$ cat src/design/stk_pkg.sv
// Package for the streaming top-k selector: beat structs, entry type and constants.
// Used by stk_cell, stk_drain and streaming_top_k_selector_top; depends on nothing.
package stk_pkg;

    localparam int K_MAX_DEF  = 16;
    localparam int MAX_SCORES = 65536;
    localparam int POS_W      = 16;
    localparam int SCORE_W    = 8;
    localparam int RANK_W     = 4;
    localparam int KEEP_W     = 5;
    localparam int POS_LIMIT_I = (MAX_SCORES - 1 > 65535) ? 65535 : (MAX_SCORES - 1);
    localparam logic [POS_W-1:0] POS_LIMIT = POS_W'(POS_LIMIT_I);
    localparam logic [KEEP_W-1:0] KEEP_RESET = KEEP_W'(16);

    typedef struct packed {
        logic [SCORE_W-1:0] score;
        logic               last_score;
    } t_in_beat;

    typedef struct packed {
        logic [POS_W-1:0]   doc_position;
        logic [SCORE_W-1:0] best_score;
        logic [RANK_W-1:0]  rank;
        logic               last_result;
    } t_out_beat;

    typedef struct packed {
        logic [SCORE_W-1:0] score;
        logic [POS_W-1:0]   pos;
    } t_entry;

endpackage

$ cat src/design/stk_cell.sv
// One slot of the sorted insertion chain: holds a score and its position.
// Depends on stk_pkg for t_entry.
module stk_cell
    import stk_pkg::*;
(
    input  logic   i_clk,
    input  t_entry i_new,
    input  t_entry i_prev,
    input  logic   i_prev_lt,
    input  logic   i_valid,
    input  logic   i_insert,
    input  logic   i_en,
    output t_entry o_entry,
    output t_entry o_next,
    output logic   o_lt
);

    t_entry r_entry;
    t_entry n_entry;

    // The new score ranks below every valid entry with an equal or higher score.
    assign o_lt = !(i_valid && (r_entry.score >= i_new.score));

    always_comb begin
        n_entry = r_entry;
        if (i_insert) begin
            if (i_prev_lt) begin
                n_entry = i_prev;
            end else if (o_lt) begin
                n_entry = i_new;
            end
        end
    end

    always_ff @(posedge i_clk) begin
        if (i_en) begin
            r_entry <= n_entry;
        end
    end

    assign o_entry = r_entry;
    assign o_next  = n_entry;

endmodule

$ cat src/design/stk_drain.sv
// Result buffer: a shift line loaded with a finished list, emitted one beat per entry.
// Depends on stk_pkg for t_entry and t_out_beat.
module stk_drain
    import stk_pkg::*;
#(
    parameter int K_MAX = K_MAX_DEF
) (
    input  logic                          i_clk,
    input  logic                          i_rst_n,
    input  logic                          i_load,
    input  t_entry [K_MAX-1:0]            i_load_entries,
    input  logic [$clog2(K_MAX+1)-1:0]    i_load_count,
    input  logic                          i_ready,
    output logic                          o_valid,
    output t_out_beat                     o_data,
    output logic                          o_free
);

    localparam int KW = $clog2(K_MAX + 1);
    localparam int RW = (K_MAX > 1) ? $clog2(K_MAX) : 1;

    t_entry [K_MAX-1:0] r_buf;
    logic [KW-1:0]      r_left;
    logic [RW-1:0]      r_rank;
    logic [RW+RANK_W-1:0] rank_ext;
    logic               pop;

    assign o_valid = (r_left != '0);
    assign o_free  = (r_left == '0) || ((r_left == KW'(1)) && i_ready);
    assign pop     = o_valid && i_ready;

    always_ff @(posedge i_clk) begin
        if (i_load) begin
            r_buf <= i_load_entries;
        end else if (pop) begin
            for (int j = 0; j < K_MAX - 1; j++) begin
                r_buf[j] <= r_buf[j+1];
            end
        end
    end

    always_ff @(posedge i_clk) begin
        if (!i_rst_n) begin
            r_left <= '0;
            r_rank <= '0;
        end else if (i_load) begin
            r_left <= i_load_count;
            r_rank <= '0;
        end else if (pop) begin
            r_left <= r_left - KW'(1);
            r_rank <= r_rank + RW'(1);
        end
    end

    assign rank_ext = {{RANK_W{1'b0}}, r_rank};

    always_comb begin
        o_data.doc_position = r_buf[0].pos;
        o_data.best_score   = r_buf[0].score;
        o_data.rank         = rank_ext[RANK_W-1:0];
        o_data.last_result  = (r_left == KW'(1));
    end

endmodule

$ cat src/design/streaming_top_k_selector_top.sv
// Top level of the streaming top-k selector: insertion chain of stk_cell plus stk_drain.
// Depends on stk_pkg, stk_cell and stk_drain.
//
//   channel | direction | handshake                 | payload
//   --------+-----------+---------------------------+------------
//   in      | input     | i_in_valid / o_in_ready   | t_in_beat
//   out     | output    | o_out_valid / i_out_ready | t_out_beat
//   cfg     | input     | i_cfg_we                  | keep_count
//
// A score beat is taken every cycle unless it is a closing beat that has to wait, and all kept
// entries compare against it in parallel. The beat that closes a list loads the result buffer,
// which emits one beat per cycle while i_out_ready is high, the first in the cycle after the closing beat.
// A closing beat waits while an earlier list has beats left to send, bar a final beat taken in that cycle.
// Reset empties the chain and the buffer and sets keep_count to 16.
module streaming_top_k_selector_top
    import stk_pkg::*;
#(
    parameter int K_MAX = K_MAX_DEF
) (
    input  logic              i_clk,
    input  logic              i_rst_n,
    input  logic              i_in_valid,
    output logic              o_in_ready,
    input  t_in_beat          i_in_data,
    output logic              o_out_valid,
    input  logic              i_out_ready,
    output t_out_beat         o_out_data,
    input  logic              i_cfg_we,
    input  logic [KEEP_W-1:0] i_cfg_wdata
);

    localparam int KW = $clog2(K_MAX + 1);

    logic [KEEP_W-1:0]  r_keep_count;
    logic [KW-1:0]      r_count;
    logic [KW-1:0]      n_count;
    logic [POS_W-1:0]   r_next_pos;
    logic [KW-1:0]      eff_k;
    logic [KW-1:0]      out_count;
    logic [K_MAX-1:0]   lt_vec;
    logic [K_MAX-1:0]   valid_vec;
    logic               accept;
    logic               insert;
    logic               drain_free;
    t_entry             new_entry;
    t_entry [K_MAX-1:0] cur_entries;
    t_entry [K_MAX-1:0] next_entries;

    always_comb begin
        if (r_keep_count == '0) begin
            eff_k = KW'(1);
        end else if (32'(r_keep_count) > K_MAX) begin
            eff_k = KW'(K_MAX);
        end else begin
            eff_k = KW'(r_keep_count);
        end
    end

    assign o_in_ready = !i_in_data.last_score || drain_free;
    assign accept     = i_in_valid && o_in_ready;

    assign new_entry.score = i_in_data.score;
    assign new_entry.pos   = r_next_pos;

    assign insert = (r_count < eff_k) || ((lt_vec & valid_vec) != '0);

    for (genvar i = 0; i < K_MAX; i++) begin : g_cell
        assign valid_vec[i] = (32'(r_count) > i);
        stk_cell u_cell (
            .i_clk     (i_clk),
            .i_new     (new_entry),
            .i_prev    ((i == 0) ? new_entry : cur_entries[(i == 0) ? 0 : i-1]),
            .i_prev_lt ((i == 0) ? 1'b0 : lt_vec[(i == 0) ? 0 : i-1]),
            .i_valid   (valid_vec[i]),
            .i_insert  (insert),
            .i_en      (accept),
            .o_entry   (cur_entries[i]),
            .o_next    (next_entries[i]),
            .o_lt      (lt_vec[i])
        );
    end

    assign n_count   = (r_count < eff_k) ? (r_count + KW'(1)) : r_count;
    assign out_count = (n_count > eff_k) ? eff_k : n_count;

    always_ff @(posedge i_clk) begin
        if (!i_rst_n) begin
            r_keep_count <= KEEP_RESET;
        end else if (i_cfg_we) begin
            r_keep_count <= i_cfg_wdata;
        end
    end

    always_ff @(posedge i_clk) begin
        if (!i_rst_n) begin
            r_count    <= '0;
            r_next_pos <= '0;
        end else if (accept) begin
            if (i_in_data.last_score) begin
                r_count    <= '0;
                r_next_pos <= '0;
            end else begin
                r_count <= n_count;
                if (r_next_pos < POS_LIMIT) begin
                    r_next_pos <= r_next_pos + POS_W'(1);
                end
            end
        end
    end

    stk_drain #(
        .K_MAX (K_MAX)
    ) u_drain (
        .i_clk          (i_clk),
        .i_rst_n        (i_rst_n),
        .i_load         (accept && i_in_data.last_score),
        .i_load_entries (next_entries),
        .i_load_count   (out_count),
        .i_ready        (i_out_ready),
        .o_valid        (o_out_valid),
        .o_data         (o_out_data),
        .o_free         (drain_free)
    );

endmodule

$ cat config.mk
export PLATFORM = sky130hd
export DESIGN_NAME = streaming_top_k_selector_top
export DESIGN_NICKNAME = d
export VERILOG_FILES = /design/src/design/stk_pkg.sv /design/src/design/stk_cell.sv /design/src/design/stk_drain.sv /design/src/design/streaming_top_k_selector_top.sv
export SDC_FILE = /design/constraint.sdc
export NUM_CORES = 2
export LEC_CHECK = 0
export ABC_AREA = 0
export BUFFER_PORTS_ARGS = -buffer_cell sky130_fd_sc_hd__buf_2
export CAP_MARGIN = 20
export CORE_ASPECT_RATIO = 0.9
export CORE_UTILIZATION = 25
export DETAILED_ROUTE_END_ITERATION = 6
export GPL_TIMING_DRIVEN = 1
export PLACE_DENSITY = 0.47
export SYNTH_ARGS = -nofsm -noshare
export SYNTH_HDL_FRONTEND = slang
export SYNTH_HIERARCHICAL = 1
export SYNTH_SLANG_ARGS = --single-unit
export TNS_END_PERCENT = 10
$ cat constraint.sdc
create_clock -name i_clk -period 28 [get_ports i_clk]
set_input_delay 0 -clock i_clk [delete_from_list [all_inputs] [get_ports i_clk]]
set_output_delay 0 -clock i_clk [all_outputs]
set_load 0.01 [all_outputs]
# == Yosys cells after proc, flatten, opt, wreduce, memory -nomap -nowiden ==
# Cells that the tools add are included.
# op_classes
addsub,4
magnitude_cmp,36
eq_ne,1
mux,58
bitwise,2
n_reduce_logical,48
# op_table
cell,n
24-bit two-way mux,47
360-bit two-way mux,2
8-bit >= comparator,16
5-bit by 4-bit greater-than comparator with 1-bit output (second input constant),8
5-bit two-way mux,7
16-bit two-way mux,2
5-bit by 3-bit greater-than comparator with 1-bit output (second input constant),4
1-bit logical AND,20
1-bit zero test,17
16-bit by 1-bit adder with 16-bit output (second input constant),1
16-bit bitwise AND,1
16-bit < comparator (second input constant),1
16-bit nonzero test,1
5-bit by 1-bit greater-than comparator with 1-bit output (second input constant),2
5-bit by 2-bit greater-than comparator with 1-bit output (second input constant),2
5-bit zero test,2
5-bit by 1-bit adder with 5-bit output (second input constant),1
5-bit by 1-bit == test with 1-bit output (second input constant),1
5-bit greater-than comparator,1
5-bit greater-than comparator (second input constant),1
5-bit < comparator,1
5-bit nonzero test,1
5-bit by 1-bit subtractor with 5-bit output (second input constant),1
4-bit by 1-bit adder with 4-bit output (second input constant),1
other kinds (5),8
# totals
register_bits,803
in_bits,19
output_inout_bits,31
word_cells,218

# == Logic depth before layout (Yosys ltp) ==
# logic_depth
word_depth,8
mapped_depth,19

# == Modules after synthesis ==
# The synthesis kept the hierarchy.
# by_module_without_submodules
module,n_inst,cells_each,area_per_inst_um2
stk_cell,16,160,1544.0
stk_drain,1,869,16447.0
streaming_top_k_selector_top,1,255,2113.3

# == Worst setup path before layout ==
# No wires, ideal clock.
# synth_path
path_type,register to register
startpoint,register u_drain.r_left[0]
endpoint,"register u_drain.r_buf, in the netlist u_drain/o_data[10], enable pin"
arrival_time_ns,25.950
required_ns,26.420
setup_slack_ns,0.470
stages_incl_launch_ff,6
synth_period_minus_slack_ns,27.530
cell_sequence,dfxtp_1 > inv_1 > ha_1 > nor4b_1 > clkbuf_2 > o21ai_0
# synth_between
elab_chain_len,7
elab_cells_between_ends,10
# synth_rtl
item,line_no,source
start: declaration,stk_drain.sv:23,logic [KW-1:0] r_left;
start signal: assignment,stk_drain.sv:47,r_left <= i_load_count;
start signal: assignment,stk_drain.sv:50,r_left <= r_left - KW'(1);
5-bit by 1-bit == test with 1-bit output,stk_drain.sv:29,assign o_free = (r_left == '0) || ((r_left == KW'(1)) && i_ready);
1-bit logical AND,stk_drain.sv:29,
1-bit logical OR,stk_drain.sv:29,
1-bit logical OR,streaming_top_k_selector_top.sv:59,assign o_in_ready = !i_in_data.last_score || drain_free;
1-bit logical AND,streaming_top_k_selector_top.sv:60,assign accept = i_in_valid && o_in_ready;
1-bit logical AND,streaming_top_k_selector_top.sv:116,".i_load (accept && i_in_data.last_score),"
2-bit nonzero test (no source line) (*),n/a,
end signal: assignment,stk_drain.sv:34,r_buf <= i_load_entries;
end signal: indexed assignment,stk_drain.sv:37,r_buf[j] <= r_buf[j+1];
end: declaration,stk_drain.sv:22,t_entry [K_MAX-1:0] r_buf;
# Mark *: on every way between the ends. The rest lies on a longest branch, timed or not.
# A chain may end at the register's enable or synchronous reset.

==> metrics.txt <==
setup TNS=0 ps; HP Class=primary input to flip-flop; Resized Gates After CTS=0; Tcrit/Tclk final=0.228; RSZ-0062 raised after global routing=no; antenna-violating nets left=0; worst slew pin tran=1200 ps; Die ar.=0.175 sq mm; final WL=111000 um; Crit Path Max Fanout=105; CTS Sinks=803; slowest cell delay on critical path=720 ps; CP startpoint kind=flip-flop; Global Route Usage Sum=0.124; CTS tree=built; Worst path most repeated cell=nand2_1; critical path's slowest cell=dfxtp_1; fillers=17592; drt via density=4.72; pin count of the biggest net entering global routing=208; Crit path arrival time=6790 ps; MaxCap Viol Count=0; Cell Pwr Density=103 mW/mm^2; Routability Congestion=0.765; minimum clock period=6380 ps; R2R setup slack=21620 ps; WL per Instance=18.4 um; Die Y=397 um; DRC Markers=0; initial DRC count=2085; Final setup violation count=0; GRT overflow=0; Layout Utilization=0.285; clock skew=19.5 ps; First-pass DRT Iterations=5; final hold vios=0; layout cells sized above 1=0.172; hold path endpoint=g_cell[0].u_cell/o_entry[20]; # H-tree levels=3; critical path type=flip-flop to flip-flop; Initial Util=0.252; Hold Worst Slack=134 ps; Non-Filler Instances=6015; Max IR drop VDD=0.0491 mV; Post-CTS Hold Buffers=22; placement row count=144; Yosys warnings=6; post-synth top area cell=edfxtp_1; post-place instance area=0.0456 sq mm; multi-input logic area=0.0163 sq mm; first-pass GRT wire length=175000 um; DIE WIDTH=441 um; I/O pin cnt=50; Vias=28412; hold path startpoint=i_in_data[5]; Hold Crit Depth=3; Design Area, Final=0.0489 sq mm; cells after synthesis=3684; Final nets=3838; CORE AREA=0.172 sq mm; RR Startpoint=r_count[1]; Peak Freq=0.157 GHz; Seq cells post-synth=803; status=finished, final reports clean; fin. max-slew vios=0; Clock transition at path regs=60 ps; predominant post-synthesis flop cell=edfxtp_1; worst reg2reg path depth=19; setup bufs post-CTS=0; Synth area leaders=edfxtp_1, mux2_2, a221o_1; Synth top area share=0.533; LEAKAGE=19.3 nW; Skew-Pair Late Insertion Delay=670 ps; post-synth cell types=67; Synth Cell Area=0.0433 sq mm; critical-path cell list=inv_1, ha_1, nor2_1, o21ai_0, nand2_1, nand2_1, or4_1, o22ai_1, nand4_1, a2111oi_2, nand4_1, buf_4, buf_16, buf_4, and2_1, nand2_1, o21ai_0, a221o_1, mux2_2; register area share after synthesis=0.549; clk root buf=clkbuf_16; register area=0.0238 sq mm; vias in the first global route=28925; number of synthesized flops with an enable pin=768; DP HPWL=68300 um; Inst Count DP=5819; IO Port Bufs=49; nature of the critical path endpoint=flip-flop; reg2reg end=u_drain/r_buf[317]; area delta synth->final=13.0%; ys async rst share=0; Slew HR=0.196; maximum clock path buffer count=3; initial antenna violation count=1; syn_area_per_cell=11.7 sq um; CTS buffer count=89; worst endpoint required time=28410 ps
==> worst max path at each step <==
stage | from | endpoint | slack, ps | cells past startpoint
floorplan | u_drain/r_left[0] | u_drain/o_data[10] | 470 | 5
finish | r_count[1] | u_drain/r_buf[317] | 21620 | 19
global route | r_count[1] | u_drain/r_buf[317] | 21070 | 19
CTS | r_count[1] | u_drain/r_buf[317] | 21630 | 18
global placement | i_in_data[3] | u_drain/r_buf[349] | 21530 | 19
detailed placement | i_in_data[3] | u_drain/r_buf[317] | 21550 | 19
==> layout by cell type, fill, tap and decap left out, drive strengths merged, types with 17 or more instances in the layout <==
master and instances:
a211o 19, a21boi 17, a21oi 36, a221o 368, a31oi 18, and2 19, and3b 19, buf 109
clkbuf 108, clkinv 39, dfxtp 35, dlygate4sd3 22, edfxtp 768, ha 146, inv 522, mux2 364
nand2 428, nand2b 20, nand3 29, nand4 24, nor2 38, nor2b 25, o21ai 407, o311ai 17
==> metal layers <==
metal  track usage  vias up  wire length [um]
met2         0.185      605             46900
li1              -    13746                 -
met1         0.185    13937             56700
met4        0.0282        0              1920
met5             0        -                 0
met3        0.0217      124              5290
==> report_power, final <==
| group | switching, mW | leakage [nW] | total, mW | internal (mW) |
|---|---|---|---|---|
| Clock | 0.512 | 1.45 | 1.22 | 0.709 |
| Sequential | 0.259 | 7.67 | 2.37 | 2.11 |
| Combinational | 0.846 | 10.1 | 1.47 | 0.622 |
==> metrics by stage <==
step | worst slack (ps) | power (mW)
final | 21620 | 5.06
after global routing | 21070 | 5.37
after detailed placement | 21550 | 3.85
after CTS | 21630 | 5.11
after floorplan | 470 | 3.81
after global placement | 21530 | 3.84
==> critical path: cells and delay by family, from the launching register on <==
kind | cells | cell delay (ps)
buffers and inverters | 4 | 1300
flip-flops | 1 | 720
adder cells (fa/ha/maj) | 1 | 290
multiplexers | 1 | 280
AO/OA/AOI/OAI | 5 | 990
AND/OR/NAND/NOR | 8 | 2400
==> registers in the layout, indices dropped and copies added, names as in the netlist <==
signal / flops
r_count: 5
u_drain/r_left: 5
u_drain/o_data: 24
g_cell.u_cell/o_entry: 384
u_drain/r_rank: 4
r_next_pos: 16
r_keep_count: 5
u_drain/r_buf: 360
==> area by class of cell <==
cell class,count,share of cell area
Antenna cell,5,0.000256
Sequential cell,803,0.486
Inverter,517,0.0398
Multi-Input combinational cell,2131,0.334
Tap cell,2263,0.0579
Timing Repair Buffer,131,0.0217
Clock buffer,108,0.0481
Clock inverter,57,0.0124
==> logic make-up (layout without fill, tap and decap cells) <==
family / after synthesis / after routing / share of synthesized area
buffers and inverters: 753 / 813 / 0.0759
AOI/OAI and AO/OA: 938 / 938 / 0.161
DFF: 803 / 803 / 0.549
adders and majority gates: 146 / 146 / 0.0422
muxes: 373 / 373 / 0.0968
xor gates and xnor gates: 16 / 16 / 0.00324
other: 1 / 9 / 0.0000867
and+or+nand+nor: 654 / 654 / 0.0713
==> Yosys cell counts, types with 20 or more instances <==
cell	number
edfxtp_1	768
buf_2	69
o21ai_0	405
nand2_1	428
nand4_1	22
clkbuf_1	91
a221o_1	368
buf_6	34
nor2b_1	24
dfxtp_1	35
nor2_1	36
ha_1	146
inv_1	516
nand2b_1	20
nand3_1	29
a21oi_1	34
buf_4	25
mux2_2	364
No activity file was read; power rests on OpenSTA's default activity.
